$ cat src/design/dcmrc_pkg.sv
// Shared types and constants for the drive command multiplexer with radio override.
package dcmrc_pkg;

    // Field widths fixed by the request formats.
    localparam int WIDTH_PULSE = 16;
    localparam int WIDTH_CODE  = 8;
    localparam int WIDTH_GAIN  = 9;
    localparam int WIDTH_ACT   = 3;
    localparam int WIDTH_CIDX  = 4;

    // Half-width of the steering centre band, exclusive on both sides.
    localparam logic [WIDTH_PULSE-1:0] CENTER_BAND = 16'd50;

    // Action codes carried in each result.
    localparam logic [WIDTH_ACT-1:0] ACT_HOLD     = 3'd0;
    localparam logic [WIDTH_ACT-1:0] ACT_RADIO    = 3'd1;
    localparam logic [WIDTH_ACT-1:0] ACT_BRAKE    = 3'd2;
    localparam logic [WIDTH_ACT-1:0] ACT_DRIVE    = 3'd3;
    localparam logic [WIDTH_ACT-1:0] ACT_FAILSAFE = 3'd4;

    // Configuration register indexes.
    localparam logic [WIDTH_CIDX-1:0] REG_THR_ON      = 4'd0;
    localparam logic [WIDTH_CIDX-1:0] REG_THR_BRAKE   = 4'd1;
    localparam logic [WIDTH_CIDX-1:0] REG_STEER_ACT   = 4'd2;
    localparam logic [WIDTH_CIDX-1:0] REG_STEER_DEACT = 4'd3;
    localparam logic [WIDTH_CIDX-1:0] REG_STOP_WIDTH  = 4'd4;
    localparam logic [WIDTH_CIDX-1:0] REG_CENTER      = 4'd5;
    localparam logic [WIDTH_CIDX-1:0] REG_FWD_GAIN    = 4'd6;
    localparam logic [WIDTH_CIDX-1:0] REG_BWD_GAIN    = 4'd7;

    // Configuration values after reset.
    localparam logic [WIDTH_PULSE-1:0] RST_THR_ON      = 16'd1000;
    localparam logic [WIDTH_PULSE-1:0] RST_THR_BRAKE   = 16'd1300;
    localparam logic [WIDTH_PULSE-1:0] RST_STEER_ACT   = 16'd1800;
    localparam logic [WIDTH_PULSE-1:0] RST_STEER_DEACT = 16'd1200;
    localparam logic [WIDTH_PULSE-1:0] RST_STOP_WIDTH  = 16'd1500;
    localparam logic [WIDTH_PULSE-1:0] RST_CENTER      = 16'd1500;
    localparam logic [WIDTH_GAIN-1:0]  RST_FWD_GAIN    = 9'd51;
    localparam logic [WIDTH_GAIN-1:0]  RST_BWD_GAIN    = 9'd205;

    // One input request per control tick.
    typedef struct packed {
        logic [WIDTH_PULSE-1:0] rc_throttle_width;
        logic [WIDTH_PULSE-1:0] rc_steering_width;
        logic                   command_valid;
        logic [WIDTH_CODE-1:0]  command_speed;
        logic [WIDTH_CODE-1:0]  command_angle;
    } t_cmd;

    // One result request per control tick.
    typedef struct packed {
        logic [WIDTH_ACT-1:0]   action;
        logic [WIDTH_CODE-1:0]  esc_speed_code;
        logic [WIDTH_CODE-1:0]  servo_angle_code;
        logic [WIDTH_PULSE-1:0] esc_forward_width;
        logic [WIDTH_PULSE-1:0] steer_forward_width;
        logic                   led_level;
        logic                   radio_mode;
    } t_res;

    // One configuration write.
    typedef struct packed {
        logic [WIDTH_CIDX-1:0]  index;
        logic [WIDTH_PULSE-1:0] value;
    } t_cfg;

endpackage

$ cat src/design/dcmrc_if.sv
// Valid/ready channel interfaces for tick, result and configuration requests.
interface dcmrc_cmd_if;
    logic              valid;
    logic              ready;
    dcmrc_pkg::t_cmd   data;
    modport source(output valid, output data, input ready);
    modport sink(input valid, input data, output ready);
endinterface

interface dcmrc_res_if;
    logic              valid;
    logic              ready;
    dcmrc_pkg::t_res   data;
    modport source(output valid, output data, input ready);
    modport sink(input valid, input data, output ready);
endinterface

interface dcmrc_cfg_if;
    logic              valid;
    logic              ready;
    dcmrc_pkg::t_cfg   data;
    modport source(output valid, output data, input ready);
    modport sink(input valid, input data, output ready);
endinterface

$ cat src/design/drive_command_mux_with_rc_override.sv
// Top level: drive command multiplexer with radio override gesture and failsafe.
//
// Usage: each control tick is one request on i_cmd, carrying the measured radio
// throttle and steering pulse widths and an optional autonomous command. Every
// tick request yields exactly one result request on o_res: the chosen action,
// the ESC/servo codes or the forwarded pulse widths, the LED level and the mode.
// Configuration registers are written over i_cfg (index, value) while the block
// is idle; the user must keep to this, the block does not enforce it. Writes are
// always accepted and indexes past the list are ignored. A request accepted
// waits in the input register until the result register is free or is being
// taken; then the decision logic and the one 16x9 attenuation multiplier load
// the result register. Throughput is one tick per cycle while the receiver takes
// results; the input register and the result register form a two-stage pipeline,
// so a new tick is taken while a finished result still waits. When the receiver
// stalls, the result holds and the input register fills, after which i_cmd.ready
// drops until the result is taken. Reset (synchronous, active low) empties both
// stages, loads the configuration defaults and returns the mode, gesture
// counters, LED, pending command and silence counter to their idle values.
module drive_command_mux_with_rc_override #(
    parameter int SILENCE_LIMIT       = 50,
    parameter int GESTURE_TICKS       = 20,
    parameter int CENTER_WINDOW_TICKS = 100,
    parameter int STOP_SPEED_CODE     = 0,
    parameter int CENTER_ANGLE_CODE   = 90
) (
    input  logic               i_clk,
    input  logic               i_rst_n,
    dcmrc_cmd_if.sink          i_cmd,
    dcmrc_res_if.source        o_res,
    dcmrc_cfg_if.sink          i_cfg
);

    localparam logic [7:0] L_SILENCE = 8'(SILENCE_LIMIT);
    localparam logic [7:0] L_GESTURE = 8'(GESTURE_TICKS);
    localparam logic [7:0] L_WINDOW  = 8'(CENTER_WINDOW_TICKS);
    localparam logic [7:0] L_STOP    = 8'(STOP_SPEED_CODE);
    localparam logic [7:0] L_CENTRE  = 8'(CENTER_ANGLE_CODE);

    // Configuration registers.
    logic [15:0] r_thr_on, r_thr_brake, r_steer_act, r_steer_deact;
    logic [15:0] r_stop_width, r_center;
    logic [8:0]  r_fwd_gain, r_bwd_gain;

    // Pipeline registers.
    logic            r_in_valid;
    dcmrc_pkg::t_cmd r_in;
    logic            r_out_valid;
    dcmrc_pkg::t_res r_out;
    dcmrc_pkg::t_res n_out;

    // Tick state.
    logic       r_pending, n_pending;
    logic [7:0] r_held_speed, n_held_speed;
    logic [7:0] r_held_angle, n_held_angle;
    logic [7:0] r_silent, n_silent;
    logic       r_override, n_override;
    logic [7:0] r_above, n_above;
    logic [7:0] r_below, n_below;
    logic [7:0] r_window, n_window;
    logic       r_blink, n_blink;
    logic       r_led, n_led;

    logic w_move;
    logic w_cfg_wr;

    // Decision datapath signals.
    logic [15:0] w_thr, w_steer;
    logic        w_thr_on, w_radio, w_in_band;
    logic        w_above_stop, w_below_stop;
    logic [15:0] w_diff;
    logic [8:0]  w_gain;
    logic [24:0] w_prod;
    logic [16:0] w_scaled;
    logic [17:0] w_up_sum;
    logic [15:0] w_esc_width;

    assign w_move   = r_in_valid && (!r_out_valid || o_res.ready);
    assign w_cfg_wr = i_cfg.valid && i_cfg.ready;

    assign i_cmd.ready = !r_in_valid || w_move;
    assign i_cfg.ready = 1'b1;
    assign o_res.valid = r_out_valid;
    assign o_res.data  = r_out;

    // Configuration writes.
    always_ff @(posedge i_clk) begin
        if (!i_rst_n) begin
            r_thr_on      <= dcmrc_pkg::RST_THR_ON;
            r_thr_brake   <= dcmrc_pkg::RST_THR_BRAKE;
            r_steer_act   <= dcmrc_pkg::RST_STEER_ACT;
            r_steer_deact <= dcmrc_pkg::RST_STEER_DEACT;
            r_stop_width  <= dcmrc_pkg::RST_STOP_WIDTH;
            r_center      <= dcmrc_pkg::RST_CENTER;
            r_fwd_gain    <= dcmrc_pkg::RST_FWD_GAIN;
            r_bwd_gain    <= dcmrc_pkg::RST_BWD_GAIN;
        end else if (w_cfg_wr) begin
            unique case (i_cfg.data.index)
                dcmrc_pkg::REG_THR_ON:      r_thr_on      <= i_cfg.data.value;
                dcmrc_pkg::REG_THR_BRAKE:   r_thr_brake   <= i_cfg.data.value;
                dcmrc_pkg::REG_STEER_ACT:   r_steer_act   <= i_cfg.data.value;
                dcmrc_pkg::REG_STEER_DEACT: r_steer_deact <= i_cfg.data.value;
                dcmrc_pkg::REG_STOP_WIDTH:  r_stop_width  <= i_cfg.data.value;
                dcmrc_pkg::REG_CENTER:      r_center      <= i_cfg.data.value;
                dcmrc_pkg::REG_FWD_GAIN:    r_fwd_gain    <= i_cfg.data.value[8:0];
                dcmrc_pkg::REG_BWD_GAIN:    r_bwd_gain    <= i_cfg.data.value[8:0];
                default: ;
            endcase
        end
    end

    // Input register: holds one tick request until it can move on.
    always_ff @(posedge i_clk) begin
        if (!i_rst_n) begin
            r_in_valid <= 1'b0;
        end else if (i_cmd.ready) begin
            r_in_valid <= i_cmd.valid;
        end
    end

    always_ff @(posedge i_clk) begin
        if (i_cmd.valid && i_cmd.ready) begin
            r_in <= i_cmd.data;
        end
    end

    // Throttle attenuation about the stop width, one shared multiplier.
    assign w_thr        = r_in.rc_throttle_width;
    assign w_steer      = r_in.rc_steering_width;
    assign w_above_stop = w_thr > r_stop_width;
    assign w_below_stop = w_thr < r_stop_width;
    assign w_diff       = w_above_stop ? (w_thr - r_stop_width) : (r_stop_width - w_thr);
    assign w_gain       = w_above_stop ? r_fwd_gain : r_bwd_gain;
    assign w_prod       = {9'd0, w_diff} * {16'd0, w_gain};
    assign w_scaled     = w_prod[24:8];
    assign w_up_sum     = {2'd0, r_stop_width} + {1'b0, w_scaled};

    always_comb begin
        if (w_above_stop) begin
            w_esc_width = (w_up_sum > 18'h0FFFF) ? 16'hFFFF : w_up_sum[15:0];
        end else if (w_below_stop) begin
            w_esc_width = (w_scaled > {1'b0, r_stop_width}) ? 16'd0
                        : (r_stop_width - w_scaled[15:0]);
        end else begin
            w_esc_width = r_stop_width;
        end
    end

    // Steering strictly inside the centre band, computed without wrap.
    assign w_in_band = (({1'b0, w_steer} + {1'b0, dcmrc_pkg::CENTER_BAND}) > {1'b0, r_center})
                    && ({1'b0, w_steer} < ({1'b0, r_center} + {1'b0, dcmrc_pkg::CENTER_BAND}));

    assign w_thr_on = w_thr > r_thr_on;

    // Per-tick decision: command latch, gesture machine, then one action.
    always_comb begin
        n_pending    = r_pending;
        n_held_speed = r_held_speed;
        n_held_angle = r_held_angle;
        n_silent     = r_silent;
        n_override   = r_override;
        n_above      = r_above;
        n_below      = r_below;
        n_window     = r_window;
        n_blink      = r_blink;
        n_led        = r_led;
        n_out        = '0;

        // A new command is latched first so that it can drive this very tick.
        if (r_in.command_valid) begin
            n_held_speed = r_in.command_speed;
            n_held_angle = r_in.command_angle;
            n_pending    = 1'b1;
        end

        // Gesture machine runs only while the radio is active.
        if (w_thr_on) begin
            n_led = r_override;
            if (r_window == 8'd0) begin
                if (!r_override && (w_steer > r_steer_act)) begin
                    if (r_above < L_GESTURE) begin
                        n_above = r_above + 8'd1;
                    end else begin
                        n_window = L_WINDOW;
                    end
                end else if (r_override && (w_steer < r_steer_deact)) begin
                    if (r_below < L_GESTURE) begin
                        n_below = r_below + 8'd1;
                    end else begin
                        n_window = L_WINDOW;
                    end
                end
            end else begin
                n_above = 8'd0;
                n_below = 8'd0;
                n_led   = !r_blink;
                n_blink = !r_blink;
                if (w_in_band) begin
                    n_override = !r_override;
                    n_window   = 8'd0;
                end else begin
                    n_window = r_window - 8'd1;
                end
            end
            if (w_steer >= r_steer_deact) begin
                n_below = 8'd0;
            end
            if (w_steer <= r_steer_act) begin
                n_above = 8'd0;
            end
        end

        w_radio = w_thr_on && n_override;

        priority if (w_radio) begin
            n_out.action              = dcmrc_pkg::ACT_RADIO;
            n_out.esc_forward_width   = w_esc_width;
            n_out.steer_forward_width = w_steer;
        end else if ((w_thr >= r_thr_on) && (w_thr <= r_thr_brake)) begin
            n_out.action         = dcmrc_pkg::ACT_BRAKE;
            n_out.esc_speed_code = L_STOP;
        end else if (n_pending) begin
            n_out.action           = dcmrc_pkg::ACT_DRIVE;
            n_out.esc_speed_code   = n_held_speed;
            n_out.servo_angle_code = n_held_angle;
            n_pending              = 1'b0;
            n_silent               = 8'd0;
        end else if (r_silent > L_SILENCE) begin
            n_out.action           = dcmrc_pkg::ACT_FAILSAFE;
            n_out.esc_speed_code   = L_STOP;
            n_out.servo_angle_code = L_CENTRE;
            n_held_speed           = L_STOP;
            n_held_angle           = L_CENTRE;
        end else begin
            n_out.action = dcmrc_pkg::ACT_HOLD;
            n_silent     = r_silent + 8'd1;
        end

        n_out.led_level  = n_led;
        n_out.radio_mode = n_override;
    end

    // Tick state advances when a request moves into the result register.
    always_ff @(posedge i_clk) begin
        if (!i_rst_n) begin
            r_pending    <= 1'b0;
            r_held_speed <= L_STOP;
            r_held_angle <= L_CENTRE;
            r_silent     <= 8'd0;
            r_override   <= 1'b0;
            r_above      <= 8'd0;
            r_below      <= 8'd0;
            r_window     <= 8'd0;
            r_blink      <= 1'b0;
            r_led        <= 1'b0;
        end else if (w_move) begin
            r_pending    <= n_pending;
            r_held_speed <= n_held_speed;
            r_held_angle <= n_held_angle;
            r_silent     <= n_silent;
            r_override   <= n_override;
            r_above      <= n_above;
            r_below      <= n_below;
            r_window     <= n_window;
            r_blink      <= n_blink;
            r_led        <= n_led;
        end
    end

    // Result register.
    always_ff @(posedge i_clk) begin
        if (!i_rst_n) begin
            r_out_valid <= 1'b0;
        end else if (w_move) begin
            r_out_valid <= 1'b1;
        end else if (o_res.ready) begin
            r_out_valid <= 1'b0;
        end
    end

    always_ff @(posedge i_clk) begin
        if (w_move) begin
            r_out <= n_out;
        end
    end

    // A radio forward result is only ever given with the mode flag set.
    assert property (@(posedge i_clk) disable iff (!i_rst_n)
        (o_res.valid && (o_res.data.action == dcmrc_pkg::ACT_RADIO)) |-> o_res.data.radio_mode)
        else $error("radio forward result without radio mode");

    // The centre window never opens wider than its configured length.
    assert property (@(posedge i_clk) disable iff (!i_rst_n)
        r_window <= L_WINDOW)
        else $error("centre window beyond its length");

    // Gesture counters stop at the hold length.
    assert property (@(posedge i_clk) disable iff (!i_rst_n)
        (r_above <= L_GESTURE) && (r_below <= L_GESTURE))
        else $error("gesture counter beyond hold length");

    // The silence counter stops one past its limit.
    assert property (@(posedge i_clk) disable iff (!i_rst_n)
        r_silent <= (L_SILENCE + 8'd1))
        else $error("silence counter beyond limit");

    // A request moving out of the input register is offered as a result next cycle.
    assert property (@(posedge i_clk) disable iff (!i_rst_n)
        w_move |=> o_res.valid)
        else $error("moved request not offered as a result");

endmodule
$ cat src/flat_wrapper.sv
// flat-port wrapper written by rule: the top's interface ports become plain ports
module drive_command_mux_with_rc_override_flat 
#(
    parameter int SILENCE_LIMIT       = 50,
    parameter int GESTURE_TICKS       = 20,
    parameter int CENTER_WINDOW_TICKS = 100,
    parameter int STOP_SPEED_CODE     = 0,
    parameter int CENTER_ANGLE_CODE   = 90
)
  (i_clk, i_rst_n, i_cmd_valid, i_cmd_data, i_cmd_ready, o_res_valid, o_res_data, o_res_ready, i_cfg_valid, i_cfg_data, i_cfg_ready);
  dcmrc_cmd_if i_cmd_i ();
  dcmrc_res_if o_res_i ();
  dcmrc_cfg_if i_cfg_i ();
  input  logic i_clk;
  input  logic i_rst_n;
  input wire logic [$bits(i_cmd_i.valid)-1:0] i_cmd_valid;
  input wire logic [$bits(i_cmd_i.data)-1:0] i_cmd_data;
  output wire logic [$bits(i_cmd_i.ready)-1:0] i_cmd_ready;
  output wire logic [$bits(o_res_i.valid)-1:0] o_res_valid;
  output wire logic [$bits(o_res_i.data)-1:0] o_res_data;
  input wire logic [$bits(o_res_i.ready)-1:0] o_res_ready;
  input wire logic [$bits(i_cfg_i.valid)-1:0] i_cfg_valid;
  input wire logic [$bits(i_cfg_i.data)-1:0] i_cfg_data;
  output wire logic [$bits(i_cfg_i.ready)-1:0] i_cfg_ready;
  assign i_cmd_i.valid = i_cmd_valid;
  assign i_cmd_i.data = i_cmd_data;
  assign i_cmd_ready = i_cmd_i.ready;
  assign o_res_valid = o_res_i.valid;
  assign o_res_data = o_res_i.data;
  assign o_res_i.ready = o_res_ready;
  assign i_cfg_i.valid = i_cfg_valid;
  assign i_cfg_i.data = i_cfg_data;
  assign i_cfg_ready = i_cfg_i.ready;
  drive_command_mux_with_rc_override #(.SILENCE_LIMIT(SILENCE_LIMIT), .GESTURE_TICKS(GESTURE_TICKS), .CENTER_WINDOW_TICKS(CENTER_WINDOW_TICKS), .STOP_SPEED_CODE(STOP_SPEED_CODE), .CENTER_ANGLE_CODE(CENTER_ANGLE_CODE)) u_core (.i_clk(i_clk), .i_rst_n(i_rst_n), .i_cmd(i_cmd_i), .o_res(o_res_i), .i_cfg(i_cfg_i));
endmodule
$ cat config.mk
export PLATFORM = sky130hd
export DESIGN_NAME = drive_command_mux_with_rc_override_flat
export DESIGN_NICKNAME = d
export VERILOG_FILES = /design/src/design/dcmrc_pkg.sv /design/src/design/dcmrc_if.sv /design/src/design/drive_command_mux_with_rc_override.sv /design/src/flat_wrapper.sv
export SDC_FILE = /design/constraint.sdc
export NUM_CORES = 1
export LEC_CHECK = 0
export ABC_AREA = 0
export ABC_CLOCK_PERIOD_IN_PS = 10820
export BUFFER_PORTS_ARGS = -buffer_cell sky130_fd_sc_hd__buf_2
export CAP_MARGIN = 20
export CORE_UTILIZATION = 25
export DETAILED_ROUTE_END_ITERATION = 8
export GPL_TIMING_DRIVEN = 1
export PLACE_DENSITY = 0.4
export SKIP_CTS_REPAIR_TIMING = 1
export SLEW_MARGIN = 10
export SYNTH_ARGS = -nofsm -noshare
export SYNTH_HDL_FRONTEND = slang
export SYNTH_SLANG_ARGS = --single-unit
$ cat constraint.sdc
create_clock -name i_clk -period 10.82 [get_ports i_clk]
set_input_delay 2.164 -clock i_clk [delete_from_list [all_inputs] [get_ports i_clk]]
set_output_delay 2.164 -clock i_clk [all_outputs]
set_load 0.02 [all_outputs]
==> out/metrics.cfg <==
[placement]
dp_hpwl_um=52690
io_buffers=128
finalWeightedCongestion=0.9145
pre_cts_ws_ns=0.07088

[synth]
synth_xor_area_share_pct=3.981
synth_seq_area_share_pct=31.41
yosys-mux-area-fraction_pct=2.483
syn_inst=2314
syn-mean-instance-area_um2=8.842
synth_top_family_by_area=adder cells
synth_edf_count=102
syn_area_um2=20460
synthSimpleGateAreaFrac_pct=16.93
async_reset_ff_share_pct=0
ys_ff_latch=270
yosysWarnings=0
syn_nets=2711
synth_compound_area_share_pct=14.97
synth_cell_types=74
yosys.area_share.adder_pct=23.49
ys.flop_type=dfxtp_1

[final_layout]
fin_nets=2853
regArea_um2=6426
multiInputGateArea_um2=12810
area_delta_synth_final_pct=17.03
most-common-layout-cells=283 x nand2_1, 265 x inv_1, 219 x ha_1
final_common_cell=nand2_1
nFillCells=8582
drive_above_1_share_pct=12.37
antenna_cells=0

[timing]
drv_slew=0
layout_setup_ws_ns=0.5097
post-route-min-period_ns=10.31
setup_viol_count_final=0
max_slew_margin_pct=27.06
clock_skew_ns=0.01585
worst_slew_pin_slew_ns=1.089
finalCritPeriodShare_pct=95.29
setup_tns_ns=0
finalHoldViolations=0
max_clock_freq_mhz=96.99

[clock_network]
cts_sinks=270
numCtsBuffers=35
clkSlewWorstSetupHoldPaths_ns=0.06
cts_tree=built
cts_root_buf=clkbuf_16
clock_latency_ns=0.56
clk_path_buf_depth=3
cts_htree_levels=2

[route]
drcViolationCount=0
routed_wl_um=67030
highest_layer=met5
vias=16550
wl_met2_um=33770
first_iter_violations=841
dr_wl_met3_um=2146
drt-met1-wl_um=29800
wl_per_cell_um=18.93
dr.pass1.iters=7
antenna_left=0
drt-vias-per-instance=4.675

[worst_setup_path]
arrival_ns=10.58
cp-end-kind=register
critical_path.max_stage_delay_ns=0.55
crit_slowest_cell=fa_1
required_ns=11.09
crit_type=register to register
cp_max_fo=13
start_kind=register

[job]
max_cap_violations=0

[global_routing]
antenna_found_initial=6
grtUsageTotal_pct=16.16
grt_overflow_total=0
grt_max_degree=91
grt_pass1_wl_um=102100
grt_pass1_vias=16770

[hold_path]
holdCritPathClass=register to register

[run_status]
status=finished clean

[die]
rows=104
start_util_pct=25.32
core_area_um2=80810
die-area_um2=82990
die-height_um=288.1
ios=130
die_x_um=288.1

layout make-up:
class                      instances  share of cell area (%)
multi-input combinational       1685                   53.51
sequential                       270                   26.84
tap                             1060                   5.539
timing repair buffer             197                   4.922
clock buffer                      50                   4.452
inverter                         267                   4.185
clock inverter                    12                  0.5539
critical path: cells and delay by family, from the launching register on:
kind | cells | cell delay, ns
xor gates and xnor gates | 2 | 0.57
adders and majority gates | 7 | 3.05
and+or+nand+nor | 4 | 1.22
AOI/OAI and AO/OA | 15 | 3.32
buffers and inverters | 6 | 0.89
muxes | 1 | 0.43
DFF | 1 | 0.52
flip-flops by register name, summed over array words and instances (netlist names), 9 cells and up:
signal,cells
u_core.w_thr,16
u_core.r_thr_on,16
u_core.r_center,16
u_core.r_fwd_gain,9
u_core.r_in,17
u_core.r_thr_brake,16
u_core.r_steer_deact,16
u_core.o_res.data,53
u_core.r_bwd_gain,9
u_core.w_steer,16
u_core.r_steer_act,16
u_core.r_stop_width,16
cell usage after synthesis (all sizes together) (6+ instances only):
master / count / area [um2]
nor4: 8 / 56.30
and2: 28 / 175.2
dfxtp: 168 / 3363
o21bai: 11 / 82.58
o21a: 19 / 142.6
nand3b: 6 / 45.04
a21oi: 171 / 859.6
a221oi: 20 / 175.2
nand3: 34 / 170.2
buf: 11 / 58.80
nand2b: 51 / 319.1
and4: 8 / 70.07
nor2b: 23 / 143.9
o211ai: 39 / 292.8
o21ai: 75 / 379.1
or3: 13 / 81.33
clkbuf: 81 / 314.1
xnor2: 65 / 569.3
fa: 102 / 2042
or2: 11 / 68.82
inv: 267 / 1002
ha: 221 / 2765
nor2: 199 / 747.0
nand4: 31 / 193.9
nand2: 283 / 1062
a21boi: 6 / 45.04
xor2: 28 / 245.2
and3: 20 / 125.1
o31a: 7 / 61.31
nor3: 21 / 105.1
a31oi: 10 / 62.56
a22o: 14 / 122.6
a41oi: 7 / 61.31
o31ai: 7 / 52.55
edfxtp: 102 / 3063
mux2: 6 / 67.56
a211oi: 9 / 67.56
a21o: 37 / 277.8
mux2i: 44 / 440.4
kinds of logic after synthesis:
kind of cell | Yosys count
other | 1
muxes | 50
xor gates and xnor gates | 93
adders and majority gates | 323
AOI/OAI and AO/OA | 470
DFF | 270
buffers and inverters | 359
and+or+nand+nor | 748
routing by layer:
layer,track usage (%),vias to the layer above
met5,0,-
met4,3.399,8
met3,2.353,81
met2,29.36,278
met1,20.05,8033
li1,-,8154
through the flow:
step	std cells	utilization, %	hold WS [ns]	instance area [um2]
after floorplan	2314	-	0.4234	20460
after global placement	3474	27.92	0.4305	22560
after detailed placement	3474	27.92	0.4382	22560
after CTS	3536	29.40	0.4474	23760
after global routing	3541	29.63	0.4654	23950
final	3541	29.63	0.4461	23950
worst paths after layout:
kind	from	to	slack, ns	depth (start not counted)
min	u_core.r_held_angle[1]$_SDFFE_PN1P_	u_core.r_held_angle[1]$_SDFFE_PN1P_	0.45	2
min reg2reg	u_core.r_held_angle[1]$_SDFFE_PN1P_	u_core.r_held_angle[1]$_SDFFE_PN1P_	0.45	2
max	u_core.r_stop_width[10]$_SDFFE_PN1P_	u_core.o_res.data[22]$_SDFFCE_PN0P_	0.51	35
max reg2reg	u_core.r_stop_width[10]$_SDFFE_PN1P_	u_core.o_res.data[22]$_SDFFCE_PN0P_	0.51	35
Power is not shown: default switching activity piles up to over one toggle a cycle in this logic, so the estimate is an artifact.
